**src/hdl/dscg_pkg.sv**
```systemverilog
package dscg_pkg;

  // Samples in one sine period; must be a power of two.
  localparam int SPP    = 1024;
  localparam int PH_W   = $clog2(SPP);
  localparam int ANG_W  = PH_W + 1;

  localparam int Q_FRAC = 30;
  localparam int PIH_W  = 31;
  localparam logic [PIH_W-1:0] PI_HALF_Q30 = PIH_W'(1686629713);
  localparam longint ONE_Q30 = 64'd1 << Q_FRAC;

  localparam int TERM_W     = 32;
  localparam int ACC_W      = 34;
  localparam int NUM_TERMS  = 6;
  localparam int TERM_IDX_W = $clog2(NUM_TERMS);
  localparam int RECIP_W    = 33;

  // Reciprocals for the exact division of a 32-bit value by (2k)(2k+1).
  localparam logic [RECIP_W-1:0] RECIP_M [NUM_TERMS] = '{
    RECIP_W'(((64'd1 << 35) + 64'd5) / 64'd6),
    RECIP_W'(((64'd1 << 37) + 64'd19) / 64'd20),
    RECIP_W'(((64'd1 << 38) + 64'd41) / 64'd42),
    RECIP_W'(((64'd1 << 39) + 64'd71) / 64'd72),
    RECIP_W'(((64'd1 << 39) + 64'd109) / 64'd110),
    RECIP_W'(((64'd1 << 40) + 64'd155) / 64'd156)
  };
  localparam int RECIP_SH [NUM_TERMS] = '{35, 37, 38, 39, 39, 40};

  localparam int SINE_SH = 6;
  localparam int SINE_W  = Q_FRAC + 2 - SINE_SH;

  localparam int VOLT_W  = 21;
  localparam int VCLAMP  = 707767;
  localparam int TH10    = 655350;
  localparam int TH5     = 327675;
  localparam logic [VOLT_W-1:0] MIN_RESET = VOLT_W'(0);
  localparam logic [VOLT_W-1:0] MAX_RESET = VOLT_W'(327680);

  localparam int CODE_W  = 16;
  localparam int NUM_SH  = 25;
  localparam int PROD_W  = VOLT_W + SINE_W;
  localparam int X_W     = PROD_W + CODE_W - NUM_SH;
  localparam int PART_W  = X_W - CODE_W;
  localparam int RNG_W   = 3;

  localparam logic REG_MIN_VOLTAGE = 1'b0;
  localparam logic REG_MAX_VOLTAGE = 1'b1;

  typedef enum logic [RNG_W-1:0] {
    RNG_0_5V,
    RNG_0_10V,
    RNG_0_10V8,
    RNG_PM_5V,
    RNG_PM_10V,
    RNG_PM_10V8
  } range_e;

  typedef struct packed {
    range_e              rng;
    logic [VOLT_W-1:0]   span;
    logic [VOLT_W-1:0]   off;
    logic [VOLT_W-1:0]   diff;
  } cfg_t;

  typedef struct packed {
    logic [1:0]               quad;
    logic [TERM_W-1:0]        t2;
    logic [TERM_W-1:0]        term;
    logic signed [ACC_W-1:0]  acc;
  } taylor_t;

  typedef struct packed {
    logic               sat;
    logic [PART_W-1:0]  part;
    logic [CODE_W-1:0]  low;
    logic [CODE_W-1:0]  quo;
  } div_t;

  function automatic logic [VOLT_W-1:0] span_of(range_e rng);
    logic [VOLT_W-1:0] s;
    unique case (rng)
      RNG_0_5V:    s = VOLT_W'(327680);
      RNG_0_10V:   s = VOLT_W'(655360);
      RNG_0_10V8:  s = VOLT_W'(707789);
      RNG_PM_5V:   s = VOLT_W'(655360);
      RNG_PM_10V:  s = VOLT_W'(1310720);
      RNG_PM_10V8: s = VOLT_W'(1415578);
      default:     s = VOLT_W'(327680);
    endcase
    return s;
  endfunction

  function automatic logic [VOLT_W-1:0] half_of(range_e rng);
    logic [VOLT_W-1:0] h;
    unique case (rng)
      RNG_PM_5V:   h = VOLT_W'(327680);
      RNG_PM_10V:  h = VOLT_W'(655360);
      RNG_PM_10V8: h = VOLT_W'(707789);
      default:     h = VOLT_W'(0);
    endcase
    return h;
  endfunction

endpackage

```
**src/hdl/dscg_div_cell.sv**
```systemverilog
module dscg_div_cell import dscg_pkg::*; (
  input  logic              clk_i,
  input  logic              rst_ni,
  input  logic              en_i,
  input  logic [VOLT_W-1:0] span_i,
  input  logic              vld_i,
  input  div_t              data_i,
  output logic              vld_o,
  output div_t              data_o
);

  logic vld_q;
  div_t d_d, d_q;
  logic [PART_W-1:0] shifted;
  logic ge;

  always_comb begin
    shifted = {data_i.part[PART_W-2:0], data_i.low[CODE_W-1]};
    ge = shifted >= PART_W'(span_i);
    d_d = data_i;
    d_d.part = ge ? shifted - PART_W'(span_i) : shifted;
    d_d.low  = {data_i.low[CODE_W-2:0], 1'b0};
    d_d.quo  = {data_i.quo[CODE_W-2:0], ge};
  end

  always_ff @(posedge clk_i or negedge rst_ni) begin
    if (!rst_ni) begin
      vld_q <= 1'b0;
    end else if (en_i) begin
      vld_q <= vld_i;
    end
  end

  always_ff @(posedge clk_i) begin
    if (en_i) begin
      d_q <= d_d;
    end
  end

  assign vld_o  = vld_q;
  assign data_o = d_q;

endmodule
```
**config.mk**
```make
export PLATFORM = sky130hd
export DESIGN_NAME = dscg_div_cell
export DESIGN_NICKNAME = d
export VERILOG_FILES = /design/src/hdl/dscg_pkg.sv /design/src/hdl/dscg_div_cell.sv
export SDC_FILE = /design/constraint.sdc
export NUM_CORES = 1
export LEC_CHECK = 0
export BUFFER_PORTS_ARGS = -buffer_cell sky130_fd_sc_hd__clkbuf_2
export CAP_MARGIN = 15
export CORE_ASPECT_RATIO = 0.7
export CORE_MARGIN = 2
export CORE_UTILIZATION = 30
export CTS_CLUSTER_SIZE = 40
export DETAILED_ROUTE_END_ITERATION = 10
export HOLD_SLACK_MARGIN = 0.15
export PLACE_DENSITY = 0.63
export SLEW_MARGIN = 20
export SYNTH_ARGS = -nofsm -noshare
export SYNTH_HDL_FRONTEND = slang
export SYNTH_SLANG_ARGS = --single-unit
```
**constraint.sdc**
```tcl
create_clock -name clk_i -period 0.9 [get_ports clk_i]
set_clock_uncertainty 0.15 [all_clocks]
set_input_delay 0.18 -clock clk_i [delete_from_list [all_inputs] [get_ports clk_i]]
set_output_delay 0.18 -clock clk_i [all_outputs]
set_load 0.01 [all_outputs]
```
======== Yosys cells after proc, flatten, opt, wreduce, memory -nomap -nowiden ========
Index checks and enable logic that the tools add are counted.
storage, ports and cells
  register bits ........................... 55
  input bits .............................. 80
  output and inout bits ................... 56
  word-level logic and storage cells ...... 8
operators by class
  add/subtract/negate cells ............... 1
  order comparisons ....................... 1
  muxes and demuxes ....................... 1
operators with widths
  kind                                              count
  22-bit by 21-bit >= comparator with 1-bit output  1
  22-bit 2-to-1 mux                                 1
  22-bit by 21-bit subtractor with 22-bit output    1

======== Logic depth before layout (Yosys ltp) ========
  word-level depth ........................ 2
  gate-level depth with buffers ........... 11
  depth with buffers taken out ............ 10

======== Worst setup path before layout ========
No wires, ideal clock.
  path kind ............................... input-to-reg
  start point ............................. in data_i[31] (netlist name)
  end point ............................... reg d_q, in the netlist data_o[35] (data pin)
  library setup time ...................... 0.260 ns
  data arrival time ....................... 2.274 ns
  required time ........................... 0.490 ns
  slack ................................... -1.785 ns
  stages .................................. 11
  path buffers ............................ 1
  path through ............................ inv_1 > ha_1 > inv_1 > fa_1 > a21oi_1 > o22ai_2 > o2111ai_1 > a2111o_1 > o211a_2 > buf_6 > mux2_4
RTL lines
  element                 line                 RTL
  start: declaration      dscg_div_cell.sv:7   input div_t data_i,
  end signal: assignment  dscg_div_cell.sv:36  d_q <= d_d;
  end: declaration        dscg_div_cell.sv:13  div_t d_d, d_q;

==> results_dict.tcl <==
set metrics [dict create \
    gp_congestion 0.829 \
    antenna_left 0 \
    yosysSeqAreaShare_pct 50.4 \
    cp_cell_sequence "clkbuf_16 > inv_12 > ha_4 > inv_2 > fa_2 > a21oi_2 > o22ai_2 > o2111ai_2 > a2111o_1 > o211a_4 > mux2_4" \
    drt_iter0_drc 124 \
    hold_viol 5 \
    cp-start-kind "primary input" \
    numClockSinks 55 \
    yosysTopAreaCell "edfxtp_1" \
    cts.clk_slew.worst_paths_ns 0.08 \
    grt_pass1_wl_um 16300 \
    synthArstFlopShare_pct 1.82 \
    yosysUniqueCellTypes 48 \
    rsz0062_at_grt "yes" \
    ys_seq_elements 55 \
    failed_checks "negative hold slack, negative setup slack" \
    clk_latency_ns 0.29 \
    path_max_fanout 7 \
    nets 638 \
    track_usage_pct 17.8 \
    synth_area_sq_um 3260 \
    yosysMostFrequentCell "edfxtp_1" \
    power_density_nw_per_um2 1430 \
    drive_gt1_share_pct 52.7 \
    drc_errors 0 \
    final_cells 669 \
    min_period_over_period_pct 253 \
    core_area_sq_um 10500 \
    antenna_found_initial 0 \
    num_io_pins 136 \
    wl_met2_um 4870 \
    min_path_type "primary input to flop" \
    cpPeakStageDelay_ns 0.33 \
    maxCapViolCount 0 \
    synth.avg_cell_area_sq_um 11.4 \
    synth_area_leaders "edfxtp_1 (50%), ha_1 (8.0%), inv_1 (3.6%)" \
    io_buffers 132 \
    finalCriticalPeriod_ns 2.28 \
    ys_warn_count 0 \
    critical_path_class "primary input to flop" \
    die_area_sq_um 11700 \
    critPathRequiredTime_ns 0.80 \
    wl_per_cell_um 16.0 \
    wirelength_um 10700 \
    dp_slack_ns -1.84 \
    syn_nets 389 \
    slowest_stage "fa_2" \
    synthTopCellsByCount "edfxtp_1 (54), inv_1 (31), ha_1 (21)" \
    dr_total_vias 3223 \
    synth.top_cell.area_share_pct 49.7 \
    synthFlopType "edfxtp_1" \
    tritoncts "yes" \
    grt_max_degree 19 \
    gr-total-overflow 0 \
    dp.cells 631 \
    grt_pass1_vias 3259 \
    finalSetupViolCount 97 \
    firstDrtPassIters 4 \
    drt-met1-wl_um 5090 \
    die_h_um 91.3 \
    slew_violations 0 \
    fmax_mhz 439 \
    status "finished, violations left" \
    holdWs_ns -0.0899 \
    cts_inserted_buffers 5 \
    areaGrowthSynthToFinish_pct 71.6 \
    ir_drop_uv 743 \
    fin_tns_setup_ns -44.14 \
    num_antenna_cells 0 \
    met3_length_um 656 \
    clock_path_buffers 2 \
    initial_utilization_pct 31.2 \
    top_layer "met4" \
    die_w_um 129 \
    avgViaCountPerCell 4.82 \
    end_kind "flop" \
    root_buffer "clkbuf_16" \
    worstPathArrival_ns 2.18 \
    p_leak_nw 2.57 \
    rows 31 \
    setup_slack_ns -1.38 \
    dp_hpwl_um 7890 \
    synth_edf_count 54 \
    synth_cells 287 \
    h-tree-depth 2 \
]
[metrics by stage]
| step | total power [W] | util (%) | cell area (sq um) | hold slack [ns] |
|---|---|---|---|---|
| 6_report | 0.00803 | 53.5 | 5600 | -0.0899 |
| 3_5_place_dp | 0.00565 | 46.5 | 4870 | -0.191 |
| 3_3_place_gp | 0.00561 | 46.5 | 4870 | -0.194 |
| 2_1_floorplan | 0.00445 | - | 3370 | -0.266 |
| 4_1_cts | 0.00789 | 50.7 | 5310 | -0.0929 |
| 5_1_grt | 0.00845 | 53.5 | 5600 | -0.0907 |
[worst max-delay path: cells and delay by family]
family          cells  cell delay, ns
fa+ha+maj           2            0.45
mux                 1            0.32
compound gates      5            1.02
buf+inv             3            0.20
[registers in the layout, indices dropped and copies added (netlist names)]
register,cells
vld_o,1
data_o,54
[report_power, final]
| part | internal (W) | total (W) | leakage, nW | switching (W) |
|---|---|---|---|---|
| combinational | 0.00144 | 0.00274 | 1.95 | 0.00130 |
| sequential | 0.00315 | 0.00324 | 0.540 | 0.0000928 |
| clock | 0.00105 | 0.00204 | 0.0717 | 0.000993 |
| total | 0.00564 | 0.00803 | 2.57 | 0.00239 |
[timing repair]
| item | 4_1_cts | 5_1_grt |
|---|---|---|
| resized for setup | 18 | 32 |
| setup endpoints to repair | 79 | 90 |
| buffers inserted | 4 | 2 |
| gates cloned | 1 | 0 |
| hold buffers | 15 | 17 |
| pin swaps | 7 | 4 |
| hold endpoints to repair | 49 | 34 |
[worst paths after layout]
| kind | slack, ns | to | start | cells past startpoint |
|---|---|---|---|---|
| setup / recovery | -1.38 | data_o[44] | data_i[31] | 11 |
| hold / removal | -0.09 | data_o[12] | data_i[11] | 1 |
| setup reg to reg | 0.01 | vld_o | vld_o | 1 |
| hold reg to reg | 0.37 | vld_o | vld_o | 1 |
| max in group asynchronous | 0.46 | vld_o | rst_ni | 2 |
| min in group asynchronous | 0.05 | vld_o | rst_ni | 2 |
[layer usage]
layer  GRT usage [%]  vias to the layer above
met1            24.5                     1503
met5               0                        -
met2            28.4                      117
li1                -                     1595
met4            4.62                        0
met3            3.83                        8
[cell families (layout without fill, tap and decap cells)]
family,Yosys count,after routing,synth area share (%)
other cells,1,1,0.115
compound gates,93,94,20.0
xor+xnor,6,6,1.61
buf+inv,41,290,5.29
mux,14,14,5.52
fa+ha+maj,22,22,8.66
flops,55,55,50.4
simple gates,55,55,8.36
[cell type report]
type,instances,area (sq um)
inverters,31,129
fillers,946,4870
well taps,132,165
flip-flops and latches,55,1650
clock inverters,3,23.8
multi-input cells,192,1740
clock buffers,5,125
repair buffers,251,1770
[placed cells by master (no fill, tap or decap), types with 4 or more instances in the layout]
cell type / instances
ha_4: 5
ha_1: 15
o2111ai_2: 7
clkbuf_16: 6
o21bai_1: 4
nand3_1: 5
buf_12: 7
dlygate4sd3_1: 26
nor2_1: 16
nor2b_1: 4
o31ai_2: 5
o31ai_4: 4
edfxtp_1: 54
o21ai_0: 13
o21a_1: 10
a21boi_0: 4
nand2_1: 12
a21oi_1: 12
inv_1: 27
clkbuf_2: 126
buf_4: 85
mux2_4: 9
Note: power is estimated with default switching activity, not from simulation.
