--- src/hdl/dscg_pkg.sv ---
package dscg_pkg;

  // Samples in one sine period; must be a power of two.
  localparam int SPP    = 1024;
  localparam int PH_W   = $clog2(SPP);
  localparam int ANG_W  = PH_W + 1;

  localparam int Q_FRAC = 30;
  localparam int PIH_W  = 31;
  localparam logic [PIH_W-1:0] PI_HALF_Q30 = PIH_W'(1686629713);
  localparam longint ONE_Q30 = 64'd1 << Q_FRAC;

  localparam int TERM_W     = 32;
  localparam int ACC_W      = 34;
  localparam int NUM_TERMS  = 6;
  localparam int TERM_IDX_W = $clog2(NUM_TERMS);
  localparam int RECIP_W    = 33;

  // Reciprocals for the exact division of a 32-bit value by (2k)(2k+1).
  localparam logic [RECIP_W-1:0] RECIP_M [NUM_TERMS] = '{
    RECIP_W'(((64'd1 << 35) + 64'd5) / 64'd6),
    RECIP_W'(((64'd1 << 37) + 64'd19) / 64'd20),
    RECIP_W'(((64'd1 << 38) + 64'd41) / 64'd42),
    RECIP_W'(((64'd1 << 39) + 64'd71) / 64'd72),
    RECIP_W'(((64'd1 << 39) + 64'd109) / 64'd110),
    RECIP_W'(((64'd1 << 40) + 64'd155) / 64'd156)
  };
  localparam int RECIP_SH [NUM_TERMS] = '{35, 37, 38, 39, 39, 40};

  localparam int SINE_SH = 6;
  localparam int SINE_W  = Q_FRAC + 2 - SINE_SH;

  localparam int VOLT_W  = 21;
  localparam int VCLAMP  = 707767;
  localparam int TH10    = 655350;
  localparam int TH5     = 327675;
  localparam logic [VOLT_W-1:0] MIN_RESET = VOLT_W'(0);
  localparam logic [VOLT_W-1:0] MAX_RESET = VOLT_W'(327680);

  localparam int CODE_W  = 16;
  localparam int NUM_SH  = 25;
  localparam int PROD_W  = VOLT_W + SINE_W;
  localparam int X_W     = PROD_W + CODE_W - NUM_SH;
  localparam int PART_W  = X_W - CODE_W;
  localparam int RNG_W   = 3;

  localparam logic REG_MIN_VOLTAGE = 1'b0;
  localparam logic REG_MAX_VOLTAGE = 1'b1;

  typedef enum logic [RNG_W-1:0] {
    RNG_0_5V,
    RNG_0_10V,
    RNG_0_10V8,
    RNG_PM_5V,
    RNG_PM_10V,
    RNG_PM_10V8
  } range_e;

  typedef struct packed {
    range_e              rng;
    logic [VOLT_W-1:0]   span;
    logic [VOLT_W-1:0]   off;
    logic [VOLT_W-1:0]   diff;
  } cfg_t;

  typedef struct packed {
    logic [1:0]               quad;
    logic [TERM_W-1:0]        t2;
    logic [TERM_W-1:0]        term;
    logic signed [ACC_W-1:0]  acc;
  } taylor_t;

  typedef struct packed {
    logic               sat;
    logic [PART_W-1:0]  part;
    logic [CODE_W-1:0]  low;
    logic [CODE_W-1:0]  quo;
  } div_t;

  function automatic logic [VOLT_W-1:0] span_of(range_e rng);
    logic [VOLT_W-1:0] s;
    unique case (rng)
      RNG_0_5V:    s = VOLT_W'(327680);
      RNG_0_10V:   s = VOLT_W'(655360);
      RNG_0_10V8:  s = VOLT_W'(707789);
      RNG_PM_5V:   s = VOLT_W'(655360);
      RNG_PM_10V:  s = VOLT_W'(1310720);
      RNG_PM_10V8: s = VOLT_W'(1415578);
      default:     s = VOLT_W'(327680);
    endcase
    return s;
  endfunction

  function automatic logic [VOLT_W-1:0] half_of(range_e rng);
    logic [VOLT_W-1:0] h;
    unique case (rng)
      RNG_PM_5V:   h = VOLT_W'(327680);
      RNG_PM_10V:  h = VOLT_W'(655360);
      RNG_PM_10V8: h = VOLT_W'(707789);
      default:     h = VOLT_W'(0);
    endcase
    return h;
  endfunction

endpackage

--- src/hdl/dscg_taylor_cell.sv ---
module dscg_taylor_cell import dscg_pkg::*; (
  input  logic                  clk_i,
  input  logic                  rst_ni,
  input  logic                  en_i,
  input  logic [TERM_IDX_W-1:0] idx_i,
  input  logic                  vld_i,
  input  taylor_t               data_i,
  output logic                  vld_o,
  output taylor_t               data_o
);

  logic a_vld_q, b_vld_q;
  taylor_t a_d, a_q, b_d, b_q;
  logic [2*TERM_W-1:0] sq_prod;
  logic [TERM_W+RECIP_W-1:0] rc_prod;

  // The incoming term carries this cell's own index, so even cells add it and odd cells
  // subtract it.
  always_comb begin
    sq_prod = data_i.term * data_i.t2;
    a_d = data_i;
    a_d.term = sq_prod[Q_FRAC +: TERM_W];
    if (!idx_i[0]) begin
      a_d.acc = data_i.acc + $signed({2'b00, data_i.term});
    end else begin
      a_d.acc = data_i.acc - $signed({2'b00, data_i.term});
    end
  end

  always_comb begin
    rc_prod = (TERM_W+RECIP_W)'(a_q.term) * (TERM_W+RECIP_W)'(RECIP_M[idx_i]);
    b_d = a_q;
    b_d.term = TERM_W'(rc_prod >> RECIP_SH[idx_i]);
  end

  always_ff @(posedge clk_i or negedge rst_ni) begin
    if (!rst_ni) begin
      a_vld_q <= 1'b0;
      b_vld_q <= 1'b0;
    end else if (en_i) begin
      a_vld_q <= vld_i;
      b_vld_q <= a_vld_q;
    end
  end

  always_ff @(posedge clk_i) begin
    if (en_i) begin
      a_q <= a_d;
      b_q <= b_d;
    end
  end

  assign vld_o  = b_vld_q;
  assign data_o = b_q;

endmodule

--- config.mk ---
export PLATFORM = sky130hd
export DESIGN_NAME = dscg_taylor_cell
export DESIGN_NICKNAME = d
export VERILOG_FILES = /design/src/hdl/dscg_pkg.sv /design/src/hdl/dscg_taylor_cell.sv
export SDC_FILE = /design/constraint.sdc
export NUM_CORES = 2
export LEC_CHECK = 0
export ABC_AREA = 0
export BUFFER_PORTS_ARGS = -buffer_cell sky130_fd_sc_hd__buf_2
export CAP_MARGIN = 0
export CORE_ASPECT_RATIO = 0.7
export CORE_MARGIN = 3
export CORE_UTILIZATION = 65
export CTS_BUF_LIST = sky130_fd_sc_hd__clkbuf_4
export CTS_CLUSTER_SIZE = 24
export DETAILED_ROUTE_END_ITERATION = 7
export GPL_TIMING_DRIVEN = 0
export PLACE_DENSITY = 0.83
export SYNTH_ARGS = -nofsm -noshare
export SYNTH_HDL_FRONTEND = slang
export SYNTH_SLANG_ARGS = --single-unit
--- constraint.sdc ---
create_clock -name clk_i -period 13.3 [get_ports clk_i]
set_input_delay 1.33 -clock clk_i [delete_from_list [all_inputs] [get_ports clk_i]]
set_output_delay 1.33 -clock clk_i [all_outputs]
set_load 0.05 [all_outputs]
After elaboration in Yosys (flattened, before gate mapping)
Memory sizes are Yosys's and may differ from the RTL's. Index checks and enable logic that the tools add are counted. W data, S select, Z words.

Flip-flop bits (word level): 202. Memory bits (read-only): 520. Output and inout bits: 101. Logic and storage cells: 24. Memories kept: 2.

Memories: (name not given) (words 8, width 33, rd ports 1, clocked after memory_dff 0, write ports 0, line dscg_taylor_cell.sv:31) `rc_prod = (TERM_W+RECIP_W)'(a_q.term) * (TERM_W+RECIP_W)'(RECIP_M[idx_i]);`; (name not given) (words 8, width 32, rd ports 1, clocked after memory_dff 0, write ports 0, line dscg_taylor_cell.sv:33) `b_d.term = TERM_W'(rc_prod >> RECIP_SH[idx_i]);`.

Add/subtract/negate cells: 2. $mul: 2. Order comparisons: 1. Shift operators: 1. Muxes and demuxes: 5. Bitwise gates (word level): 1.

Operators by type and width (number): $mux W33 (2); $mul A32 B33 Y65 (1); $shr A65 B32 Y32 (1); $mux W32 (2); $mul A32 B32 Y62 (1); $add A34 B33 Y34 (1); $mux W34 (1); $sub A34 B33 Y34 (1); $ge A4 B4 Y1 const B (1); $not A3 Y4 (1).

Longest topological paths before layout
Depth after elaboration: 6. Gate-level depth with buffers: 36. Mapped depth without buffers: 32.

Worst setup path after synthesis
Ideal clock, no wire load.

Path type: input-to-reg. Start: input idx_i[0]. End: register b_q, in the netlist data_o[39], data pin. Setup time: 261 ps. Data arrival time: 10920 ps. Data required time: 13039 ps. Slack: 2119 ps. Stages: 36. Buffers on the path: 5. Cells stage by stage: clkinv_1 -> ha_1 -> a21oi_1 -> clkbuf_1 -> clkbuf_1 -> clkbuf_1 -> clkbuf_1 -> clkbuf_1 -> nand2_1 -> fa_1 -> inv_1 -> fa_1 -> fa_1 -> inv_1 -> fa_1 -> inv_1 -> fa_1 -> inv_1 -> fa_1 -> inv_1 -> fa_1 -> inv_1 -> fa_1 -> inv_1 -> ha_1 -> nand4_1 -> or2_1 -> or3_1 -> or4_1 -> o211ai_2 -> a21oi_2 -> xnor2_1 -> a221oi_2 -> a22oi_1 -> a22o_1 -> a221o_1.

RTL lines: start: declaration (line dscg_taylor_cell.sv:5) `input logic [TERM_IDX_W-1:0] idx_i,`; end signal: assignment (line dscg_taylor_cell.sv:49) `b_q <= b_d;`; end: declaration (line dscg_taylor_cell.sv:13) `taylor_t a_d, a_q, b_d, b_q;`.

==> impl_metrics.csv <==
group,metric,value,unit
global_route,globalRouteOverflowTotal,0,
worst_setup_path,cp-start-kind,"input port",
die,initial_core_util,0.658,
place,finalWeightedCongestion,1.18,
cts,cts-root-buf,"clkbuf_4",
worst_setup_path,path_class,"in2reg",
drt,wl_per_cell,34.1,um
cells_and_area,layout_commonest_cell,"inv_1",
timing,min_period,13.80,ns
global_route,grt_start_max_net_pins,123,
worst_setup_path,cp_max_fo,10,
global_route,grtUsageTotal,0.575,
timing,setup_violations,32,
cells_and_area,num-fill-cells,8576,
cells_and_area,drive_gt1_frac,0.0430,
cells_and_area,layout.cells.most_common_list,"inv_1 (1914), fa_1 (1806), nand2_1 (1235)",
global_route,grtUsageMet2,0.636,
worst_setup_path,cp.required,13.93,ns
cells_and_area,design_area,77100,um^2
cts,cts_buffer_depth,3,
cells_and_area,area_delta_synth_final,5.45,%
global_route,grt_use_met1,0.735,
drt,drc,6,
yosys,synth_edf_count,200,
global_route,grt.busiest_layer,"met1",
yosys,netlist_instances,7792,
run,maxCapViolations,29,
place,port_buffers,177,
worst_setup_path,slowest_stage,"clkbuf_1",
timing,hold_viol,0,
drt,ant_nets,0,
timing,fmax,72.5,MHz
cts,cts_tree,"yes",
yosys,async_reset_ff_frac,0.00990,
drt,drt_iter0_markers,10400,
drt,viasPerCell,6.57,
timing,layout_setup_ws,-0.497,ns
yosys,ys_seq_area_frac,0.0828,
yosys,yosysWarnings,0,
die,ios,208,
timing,min_period_over_period,1.04,
drt,vias,63500,
timing,fin_worst_skew,0.0539,ns
place,dp_hpwl,271,mm
global_route,grt_pass1_vias,63300,
cts,hold_buffers,0,
worst_setup_path,cp.arrival,14.42,ns
die,coreArea,111000,um^2
cells_and_area,seq_area,6060,um^2
worst_setup_path,crit_top_cell,"fa_1",
place,placed_area,76000,um^2
worst_setup_path,cp.buffers_inverters,6,
timing,tightest_slew,1.77,ns
cts,numCtsBuffers,52,
cts,htree_num_levels,2,
cells_and_area,multi_input_area,58400,um^2
cts,clock_latency,0.92,ns
status,status,"complete, but fails checks",
global_route,grtUsageMet3,0.521,
yosys,ys.flop_type,"edfxtp_1",
timing,slew_violations,308,
cts,clk_pin_slew_worst_paths,0.07,ns
die,dieWidth,407,um
yosys,syn_nets,10300,
drt,drt-total-wl,330,mm
timing,relSlewSlack,-0.182,
worst_setup_path,slowest_delay,1.26,ns
yosys,syn_avg_cell_area,9.39,um^2
die,die_h,287,um
yosys,syn_area,73100,um^2
global_route,antenna_found_initial,55,
cts,cts_num_sinks,202,
die,dieArea,117000,um^2
cells_and_area,fin_nets,10500,
worst_setup_path,end_kind,"register",
status,violations,"design-rule violations, max-capacitance violations, max-slew violations, negative setup slack",
global_route,grt_pass1_wl,457,mm
yosys,synth-seq-cells,202,
die,row_count,102,
drt,drt_pre_antenna_iters,8,
yosys,synth_cell_types,96,
worst_hold_path,hold_class,"in2async",
worst_setup_path,crit_family,"adder cells",
synthesized netlist by cell type, types with 14 or more instances:
library cell / count / area (um^2)
nor2b_1: 65 / 407
xor2_1: 30 / 263
or3_1: 14 / 87.6
a31oi_1: 30 / 188
a211oi_1: 25 / 188
a21o_1: 74 / 556
nand2_1: 1235 / 4640
o211ai_1: 24 / 180
o21a_1: 15 / 113
ha_1: 549 / 6870
nand3_1: 40 / 200
mux2i_1: 22 / 220
o21bai_1: 18 / 135
clkbuf_1: 378 / 1420
and3_1: 41 / 257
buf_1: 23 / 86.3
o21ai_0: 75 / 375
nand4_1: 32 / 200
fa_1: 1810 / 36200
xnor2_1: 91 / 797
edfxtp_1: 200 / 6010
nor3_1: 74 / 370
nor2_1: 202 / 758
inv_1: 1914 / 7180
a21oi_1: 157 / 786
and2_1: 391 / 2450
nand2b_1: 60 / 375
area by class of cell:
class,count,area share
Tap cell,1508,0.0245
Multi-Input combinational cell,5265,0.757
Clock buffer,66,0.00642
Buffer,403,0.0202
Timing Repair Buffer,188,0.0138
Clock inverter,28,0.00318
Antenna cell,80,0.00260
Sequential cell,202,0.0785
Inverter,1922,0.0935
what timing repair did:
action | CTS | global route
endpoints found under the setup margin | 32 | 33
resized for setup | 11 | 23
cloned | 0 | 0
pin swaps | 0 | 1
setup buffers | 0 | 2
metrics by stage:
stage	worst slack [ns]	utilization	instances	hold slack (ns)	TNS (ns)
final	-0.497	0.694	9662	0.234	-9.28
after floorplan	2.12	-	7792	0.400	0
after global routing	-0.0282	0.693	9605	0.182	-0.0282
after global placement	-3.07	0.683	9477	0.400	-91.64
after CTS	0.0255	0.691	9575	0.178	0
after detailed placement	-3.12	0.684	9481	0.405	-92.86
kinds of logic after synthesis:
| family | after synthesis | share of synthesized area |
|---|---|---|
| muxes | 35 | 0.00522 |
| xor gates and xnor gates | 121 | 0.0145 |
| buffers and inverters | 2325 | 0.119 |
| DFF | 202 | 0.0828 |
| and+or+nand+nor | 2204 | 0.138 |
| AOI/OAI and AO/OA | 546 | 0.0508 |
| adders and majority gates | 2359 | 0.589 |
per-layer routing:
metal,share of wire,wire length (um)
met2,0.33,110000
met1,0.35,116000
met3,0.25,82000
met5,0.013,4400
met4,0.052,17300
flip-flops by register name (all words and copies together) (netlist names):
| name | count |
|---|---|
| a_q | 100 |
| a_vld_q | 1 |
| data_o | 100 |
| vld_o | 1 |
path summary, 6_finish.rpt:
check                      startpoint    endpoint  slack [ns]  cells past startpoint
max reg2reg                   a_q[54]  data_o[48]        2.26                     27
max in group asynchronous      rst_ni     a_vld_q       12.97                      1
min in group clk_i             a_q[0]   data_o[0]        0.39                      0
min reg2reg                    a_q[0]   data_o[0]        0.39                      0
min                            rst_ni       vld_o        0.23                      1
max                          idx_i[1]  data_o[48]       -0.50                     30
Power is not shown: default switching activity piles up to over one toggle a cycle in this logic, so the estimate is an artifact.
