## config.mk

```make
export PLATFORM = sky130hd
export DESIGN_NAME = dscg_cfg
export DESIGN_NICKNAME = d
export VERILOG_FILES = /design/src/hdl/dscg_pkg.sv /design/src/hdl/dscg_cfg.sv
export SDC_FILE = /design/constraint.sdc
export NUM_CORES = 1
export LEC_CHECK = 0
export BUFFER_PORTS_ARGS = -buffer_cell sky130_fd_sc_hd__buf_2
export CAP_MARGIN = 20
export CORE_UTILIZATION = 60
export DETAILED_ROUTE_END_ITERATION = 8
export MAX_ROUTING_LAYER = met4
export PLACE_DENSITY = 0.82
export SYNTH_ARGS = -nofsm -noshare
export SYNTH_HDL_FRONTEND = slang
export SYNTH_SLANG_ARGS = --single-unit
```

## constraint.sdc

```tcl
create_clock -name clk_i -period 12.63 [get_ports clk_i]
set_input_delay 1.8945 -clock clk_i [delete_from_list [all_inputs] [get_ports clk_i]]
set_output_delay 1.8945 -clock clk_i [all_outputs]
set_load 0.03 [all_outputs]
```

## src/hdl/dscg_pkg.sv

```systemverilog
package dscg_pkg;

  // Samples in one sine period; must be a power of two.
  localparam int SPP    = 1024;
  localparam int PH_W   = $clog2(SPP);
  localparam int ANG_W  = PH_W + 1;

  localparam int Q_FRAC = 30;
  localparam int PIH_W  = 31;
  localparam logic [PIH_W-1:0] PI_HALF_Q30 = PIH_W'(1686629713);
  localparam longint ONE_Q30 = 64'd1 << Q_FRAC;

  localparam int TERM_W     = 32;
  localparam int ACC_W      = 34;
  localparam int NUM_TERMS  = 6;
  localparam int TERM_IDX_W = $clog2(NUM_TERMS);
  localparam int RECIP_W    = 33;

  // Reciprocals for the exact division of a 32-bit value by (2k)(2k+1).
  localparam logic [RECIP_W-1:0] RECIP_M [NUM_TERMS] = '{
    RECIP_W'(((64'd1 << 35) + 64'd5) / 64'd6),
    RECIP_W'(((64'd1 << 37) + 64'd19) / 64'd20),
    RECIP_W'(((64'd1 << 38) + 64'd41) / 64'd42),
    RECIP_W'(((64'd1 << 39) + 64'd71) / 64'd72),
    RECIP_W'(((64'd1 << 39) + 64'd109) / 64'd110),
    RECIP_W'(((64'd1 << 40) + 64'd155) / 64'd156)
  };
  localparam int RECIP_SH [NUM_TERMS] = '{35, 37, 38, 39, 39, 40};

  localparam int SINE_SH = 6;
  localparam int SINE_W  = Q_FRAC + 2 - SINE_SH;

  localparam int VOLT_W  = 21;
  localparam int VCLAMP  = 707767;
  localparam int TH10    = 655350;
  localparam int TH5     = 327675;
  localparam logic [VOLT_W-1:0] MIN_RESET = VOLT_W'(0);
  localparam logic [VOLT_W-1:0] MAX_RESET = VOLT_W'(327680);

  localparam int CODE_W  = 16;
  localparam int NUM_SH  = 25;
  localparam int PROD_W  = VOLT_W + SINE_W;
  localparam int X_W     = PROD_W + CODE_W - NUM_SH;
  localparam int PART_W  = X_W - CODE_W;
  localparam int RNG_W   = 3;

  localparam logic REG_MIN_VOLTAGE = 1'b0;
  localparam logic REG_MAX_VOLTAGE = 1'b1;

  typedef enum logic [RNG_W-1:0] {
    RNG_0_5V,
    RNG_0_10V,
    RNG_0_10V8,
    RNG_PM_5V,
    RNG_PM_10V,
    RNG_PM_10V8
  } range_e;

  typedef struct packed {
    range_e              rng;
    logic [VOLT_W-1:0]   span;
    logic [VOLT_W-1:0]   off;
    logic [VOLT_W-1:0]   diff;
  } cfg_t;

  typedef struct packed {
    logic [1:0]               quad;
    logic [TERM_W-1:0]        t2;
    logic [TERM_W-1:0]        term;
    logic signed [ACC_W-1:0]  acc;
  } taylor_t;

  typedef struct packed {
    logic               sat;
    logic [PART_W-1:0]  part;
    logic [CODE_W-1:0]  low;
    logic [CODE_W-1:0]  quo;
  } div_t;

  function automatic logic [VOLT_W-1:0] span_of(range_e rng);
    logic [VOLT_W-1:0] s;
    unique case (rng)
      RNG_0_5V:    s = VOLT_W'(327680);
      RNG_0_10V:   s = VOLT_W'(655360);
      RNG_0_10V8:  s = VOLT_W'(707789);
      RNG_PM_5V:   s = VOLT_W'(655360);
      RNG_PM_10V:  s = VOLT_W'(1310720);
      RNG_PM_10V8: s = VOLT_W'(1415578);
      default:     s = VOLT_W'(327680);
    endcase
    return s;
  endfunction

  function automatic logic [VOLT_W-1:0] half_of(range_e rng);
    logic [VOLT_W-1:0] h;
    unique case (rng)
      RNG_PM_5V:   h = VOLT_W'(327680);
      RNG_PM_10V:  h = VOLT_W'(655360);
      RNG_PM_10V8: h = VOLT_W'(707789);
      default:     h = VOLT_W'(0);
    endcase
    return h;
  endfunction

endpackage

```

## src/hdl/dscg_cfg.sv

```systemverilog
module dscg_cfg import dscg_pkg::*; (
  input  logic              clk_i,
  input  logic              rst_ni,
  input  logic              cfg_we_i,
  input  logic              cfg_idx_i,
  input  logic [VOLT_W-1:0] cfg_data_i,
  output cfg_t              cfg_o
);

  logic [VOLT_W-1:0] min_q, max_q;
  logic signed [VOLT_W-1:0] mn, mx;
  logic signed [VOLT_W:0] diff_s, off_s;
  range_e rng;
  cfg_t cfg_d, cfg_q;

  always_ff @(posedge clk_i or negedge rst_ni) begin
    if (!rst_ni) begin
      min_q <= MIN_RESET;
      max_q <= MAX_RESET;
    end else if (cfg_we_i) begin
      unique case (cfg_idx_i)
        REG_MIN_VOLTAGE: min_q <= cfg_data_i;
        REG_MAX_VOLTAGE: max_q <= cfg_data_i;
      endcase
    end
  end

  always_comb begin
    mn = $signed(min_q);
    mx = $signed(max_q);
    if (mn < -VCLAMP) begin
      mn = VOLT_W'(-VCLAMP);
    end
    if (mx > VCLAMP) begin
      mx = VOLT_W'(VCLAMP);
    end
    if (!mn[VOLT_W-1]) begin
      if (mx <= TH5) begin
        rng = RNG_0_5V;
      end else if (mx <= TH10) begin
        rng = RNG_0_10V;
      end else begin
        rng = RNG_0_10V8;
      end
      off_s = {mn[VOLT_W-1], mn};
    end else begin
      if (mn >= -TH5) begin
        rng = RNG_PM_5V;
      end else if (mn >= -TH10) begin
        rng = RNG_PM_10V;
      end else begin
        rng = RNG_PM_10V8;
      end
      off_s = $signed({1'b0, half_of(rng)}) + $signed({mn[VOLT_W-1], mn});
    end
    diff_s = $signed({mx[VOLT_W-1], mx}) - $signed({mn[VOLT_W-1], mn});
    if (diff_s[VOLT_W]) begin
      diff_s = -diff_s;
    end
    cfg_d.rng  = rng;
    cfg_d.span = span_of(rng);
    cfg_d.off  = off_s[VOLT_W-1:0];
    cfg_d.diff = diff_s[VOLT_W-1:0];
  end

  always_ff @(posedge clk_i) begin
    cfg_q <= cfg_d;
  end

  assign cfg_o = cfg_q;

endmodule

```

# Yosys cells after proc, flatten, opt, wreduce, memory -nomap -nowiden
# Cells that the tools add are included.
# word_totals
register_bits,108
input_bits,25
wordCells,41
# classes
n_addsub,3
magnitude_cmp,6
eq_ne,8
n_mux,13
bitwise,1
reduce_logical,3
# ops
op,count
21-bit two-way mux,4
21-bit case mux with 4 select lines,1
20-bit case mux with 3 select lines,1
21-bit by 21-bit subtractor with 22-bit output,1
21-bit adder,1
21-bit by 20-bit >= comparator with 1-bit output (second input constant),1
21-bit >= comparator (second input constant),1
21-bit greater-than comparator (second input constant),1
21-bit by 20-bit <= comparator with 1-bit output (second input constant),1
21-bit <= comparator (second input constant),1
21-bit less-than comparator (second input constant),1
21-bit negator,1
20-bit two-way mux,1
3-bit equality test (second input constant),4
3-bit by 2-bit equality test with 1-bit output (second input constant),3
3-bit two-way mux,3
2-bit two-way mux,2
2-bit AND reduction,2
3-bit by 1-bit equality test with 1-bit output (second input constant),1
2-bit OR reduction,1
1-bit two-way mux,1
1-bit NOT,1

# Logic depth before layout (Yosys ltp)
# depth
ltp_word,11
depth_mapped,26

# Worst setup path before layout
# OpenSTA, ideal clock, no wires.
# synth_path
kind,reg-to-reg
from,register min_q[1]
to,"register cfg_q, in the netlist cfg_o[19]"
setup_ns,0.125
arrival_time_ns,5.169
t_required_ns,12.505
path_slack_ns,7.336
stages_incl_launch_ff,26
path_buffers,3
period_less_slack_ns,5.294
path_cell_list,dfrtp_1 o31ai_1 nand2_1 a21oi_1 o21ai_0 a311o_1 a21oi_1 nor2b_1 o21ai_0 ha_1 buf_2 clkbuf_1 clkbuf_1 nor2_1 inv_1 ha_1 fa_1 and2b_4 o31a_4 o221ai_4 o2111a_1 a21oi_1 o311a_4 or4_4 o31a_1 xor2_1
# synth_rtl
element,line,rtl
"start, declared",dscg_cfg.sv:10,"logic [VOLT_W-1:0] min_q, max_q;"
"start signal, assigned",dscg_cfg.sv:22,REG_MIN_VOLTAGE: min_q <= cfg_data_i;
"end signal, assigned",dscg_cfg.sv:67,cfg_q <= cfg_d;
"end, declared",dscg_cfg.sv:14,"cfg_t cfg_d, cfg_q;"

==> results.cfg <==
[clocking]
cts_tree = yes
cts_sinks = 94
cts_made_buffers = 9
clock_slew_at_the_register_clock_pins_of_the_worst_setup_and_hold_paths_ns = 0.09
clock_tree.root_cell = sky130_fd_sc_hd__clkbuf_8
post_cts_buffers = 0
max-clock-path-buffers = 2
ctsResizeCount = 0
insertion_delay_ns = 0.37
number_of_buffers_inserted_by_hold_repair_at_cts = 0
htree_levels = 3

[flow_run]
drv_cap = 0

[grt]
grt_first_pass_wirelength_microns = 24800
gr-usage-all-layers_pct = 32.4
first_global_vias = 4937
largest_net_degree_at_the_start_of_global_routing = 43
grt.overflow.total = 0
grt_antenna_before_repair = 0

[synthesis]
synth_top_area_share_pct = 17.2
synth-seq-cells = 94
synth.distinct_cells = 80
postSynth.asyncResetShare_pct = 44.7
synth_warnings = 0
syn_area_sq_um = 6050
syn-instance-count = 667
ys_seq_area_share_pct = 34.6
yosysTopAreaCell = sky130_fd_sc_hd__dfxtp_1
synth.most_common_cell = sky130_fd_sc_hd__dfxtp_1
synth.cells.most_frequent = sky130_fd_sc_hd__dfxtp_1, sky130_fd_sc_hd__nor2_1, sky130_fd_sc_hd__xnor2_1, sky130_fd_sc_hd__mux2_2, sky130_fd_sc_hd__a21oi_1
top_cells_by_area_synth = sky130_fd_sc_hd__dfxtp_1, sky130_fd_sc_hd__dfrtp_1, sky130_fd_sc_hd__mux2_2, sky130_fd_sc_hd__xnor2_1, sky130_fd_sc_hd__ha_1
dominantRegCellSynth = sky130_fd_sc_hd__dfxtp_1
synth-edff-count = 0
syn_area_per_cell_sq_um = 9.08

[detailed_routing]
route.vias.total = 5248
avgViaCountPerCell = 6.08
drt_iter0_markers = 351
drt_drc_violations_left = 0
drt-wirelength-per-cell_microns = 17.8
drt_wl_total_microns = 15300
antenna_left = 0
drt_first_pass_iters = 5

[power_and_ir_drop]
p_sw_share_pct = 47.1
power_switching_mw = 0.753
internal_power_mw = 0.845
total_power_mw = 1.60
seq_power_share_pct = 27.9
leakage_nw = 2.84
power_frac_clock_pct = 13.2
vdd.ir_drop.worst_mv = 0.110
pwr-share-comb_pct = 58.9
power_density_nw_per_um2 = 240

[timing]
grt_setup_unrepaired = false
timing.setup.tns_ns = 0
max_clock_freq_ghz = 0.156
max_slew_headroom_at_the_worst_pin_pct = 34.1
timing.final.crit_period_ns = 6.39
final-setup-viol-count = 0
tightestPinTransition_ns = 0.989
final.period_utilization_pct = 50.6
finalHoldViolCount = 0
final_max_slew_viol_count = 0
fin_skew_ns = 0.0105

[outcome]
run_status = finished, final reports clean

[hold_path]
worst_hold_startpoint = min_q[11]
worstHoldPathCells = 1
hold_removal_path_class = reg -> reg
min_delay_worst_endpoint = min_q[11]

[critical_path]
critical_path_required_ns = 12.90
cp_slowest_cell = sky130_fd_sc_hd__o41a_1
critPathTopFamily = compound AO/OA/AOI/OAI gates
critical_path_end_type = flip-flop
cpMostUsedCell = sky130_fd_sc_hd__a21oi_1
slowest_delay_ns = 0.80
crit_path_start = min_q[0]
worst_ep_arrival_time_ns = 6.66
worstSetupPathType = reg -> reg
startpoint_type = flip-flop
timing.critical_path.fanout_max = 30
worstRegToRegCells = 22
reg2reg_to = cfg_o[40]
critPathBufInv = 1
worst_r2r_startpoint = min_q[0]
r2r_slack_ns = 6.24
timing.critical_path.cells = o31ai_1 -> nand2_1 -> a21oi_1 -> o21ai_0 -> a311o_1 -> a21oi_1 -> nor2b_1 -> o21ai_0 -> ha_1 -> nor2_1 -> nand3b_1 -> o41a_1 -> inv_1 -> ha_1 -> nor2b_1 -> nand2b_1 -> a21oi_1 -> a2bb2oi_1 -> a221oi_1 -> o31ai_2 -> nor4_1 -> a211o_1

[die]
fp.dieW_microns = 102
die_y_microns = 102
fp-row-count = 36
io_pins = 91
placeableCoreArea_sq_um = 9770
initial_utilization_pct = 61.9
design.die.area_sq_um = 10500

[finish]
final_net_count = 780
num_antenna_cells = 0
synthToLayoutAreaGrowth_pct = 9.92
fill_cell_count = 822
drive_gt1_share_pct = 24.7
final_cell_area_sq_um = 6650

[place]
port-buffer-count = 87
post_dp_cell_area_sq_um = 6430
gp_routability_congestion = 0.892
dp.final_hpwl_microns = 11900
logic make-up after synthesis:
| family | synth area share, % |
|---|---|
| simple gates | 17.0 |
| compound gates | 19.8 |
| flops | 34.6 |
| buf+inv | 5.89 |
| xor+xnor | 8.39 |
| mux | 7.81 |
| fa+ha+maj | 6.49 |
| other cells | 0.0619 |
layout by cell type (no fill, tap or decap), types with 11 or more instances in the layout:
cell type                  Yosys  final
sky130_fd_sc_hd__dfrtp_1      40     40
sky130_fd_sc_hd__nand2b_1     17     17
sky130_fd_sc_hd__xnor2_1      46     46
sky130_fd_sc_hd__nor3_1       11     11
sky130_fd_sc_hd__clkbuf_8      0     11
sky130_fd_sc_hd__nor2_1       50     50
sky130_fd_sc_hd__a21oi_1      41     41
sky130_fd_sc_hd__nand2_1      39     39
sky130_fd_sc_hd__xor2_1       12     12
sky130_fd_sc_hd__nor2b_1      13     12
sky130_fd_sc_hd__o21ai_0      36     36
sky130_fd_sc_hd__ha_1         29     29
sky130_fd_sc_hd__inv_1        31     31
sky130_fd_sc_hd__mux2_2       42     42
sky130_fd_sc_hd__or2_2        14     14
sky130_fd_sc_hd__dfxtp_1      52     52
sky130_fd_sc_hd__buf_2         2     87
how the worst max path moves through the flow:
| stage | end | slack [ns] | cells past startpoint |
|---|---|---|---|
| after detailed placement | cfg_o[40] | 6.39 | 22 |
| after global placement | cfg_o[40] | 6.58 | 22 |
| after floorplan | cfg_o[19] | 7.34 | 25 |
| after CTS | cfg_o[40] | 6.39 | 22 |
| final | cfg_o[40] | 6.24 | 22 |
| after global routing | cfg_o[40] | 5.73 | 22 |
flip-flops by register name, summed over array words and instances, names as in the netlist:
register  cells
cfg_o        52
max_q        21
min_q        21
final cells by class:
cell class                      count  area (sq um)  share of cell area [%]
Multi-Input combinational cell    500          3610                    54.3
Timing Repair Buffer               89           458                    6.88
Inverter                           31           116                    1.75
Sequential cell                    94          2090                    31.5
Clock inverter                      4          51.3                   0.771
Clock buffer                       12           155                    2.33
Tap cell                          133           166                    2.50
power groups by stage:
| stage | clock network, mW | logic, mW | registers [mW] |
|---|---|---|---|
| CTS | 0.213 | 0.931 | 0.446 |
| detailed placement | 0 | 0.927 | 0.452 |
| global placement | 0 | 0.908 | 0.447 |
| finish | 0.211 | 0.941 | 0.446 |
| floorplan | 0 | 0.586 | 0.595 |
| global route | 0.225 | 1.03 | 0.458 |
per-layer routing:
layer	GRT usage (%)	wire length (microns)	share of wire (%)
met5	-	0	0
met4	14.3	439	2.9
met3	4.04	854	5.6
met2	50.8	7280	47
met1	41.9	6770	44
metrics by stage:
step	hold WS, ns	setup WS [ns]	utilization, %	cells
floorplan	0.494	7.34	-	669
global placement	0.528	6.58	65.8	846
detailed placement	0.540	6.39	65.8	846
CTS	0.561	6.39	67.9	862
global route	0.583	5.73	68.1	863
finish	0.560	6.24	68.1	863
worst reg2reg max path, delay by kind of cell (launching register included):
family | cells | cell delay [ns]
AO/OA/AOI/OAI | 12 | 3.16
AND/OR/NAND/NOR | 7 | 1.21
adder cells (fa/ha/maj) | 2 | 1.12
flip-flops | 1 | 0.46
buffers and inverters | 1 | 0.38
No activity file was read; power rests on OpenSTA's default activity.
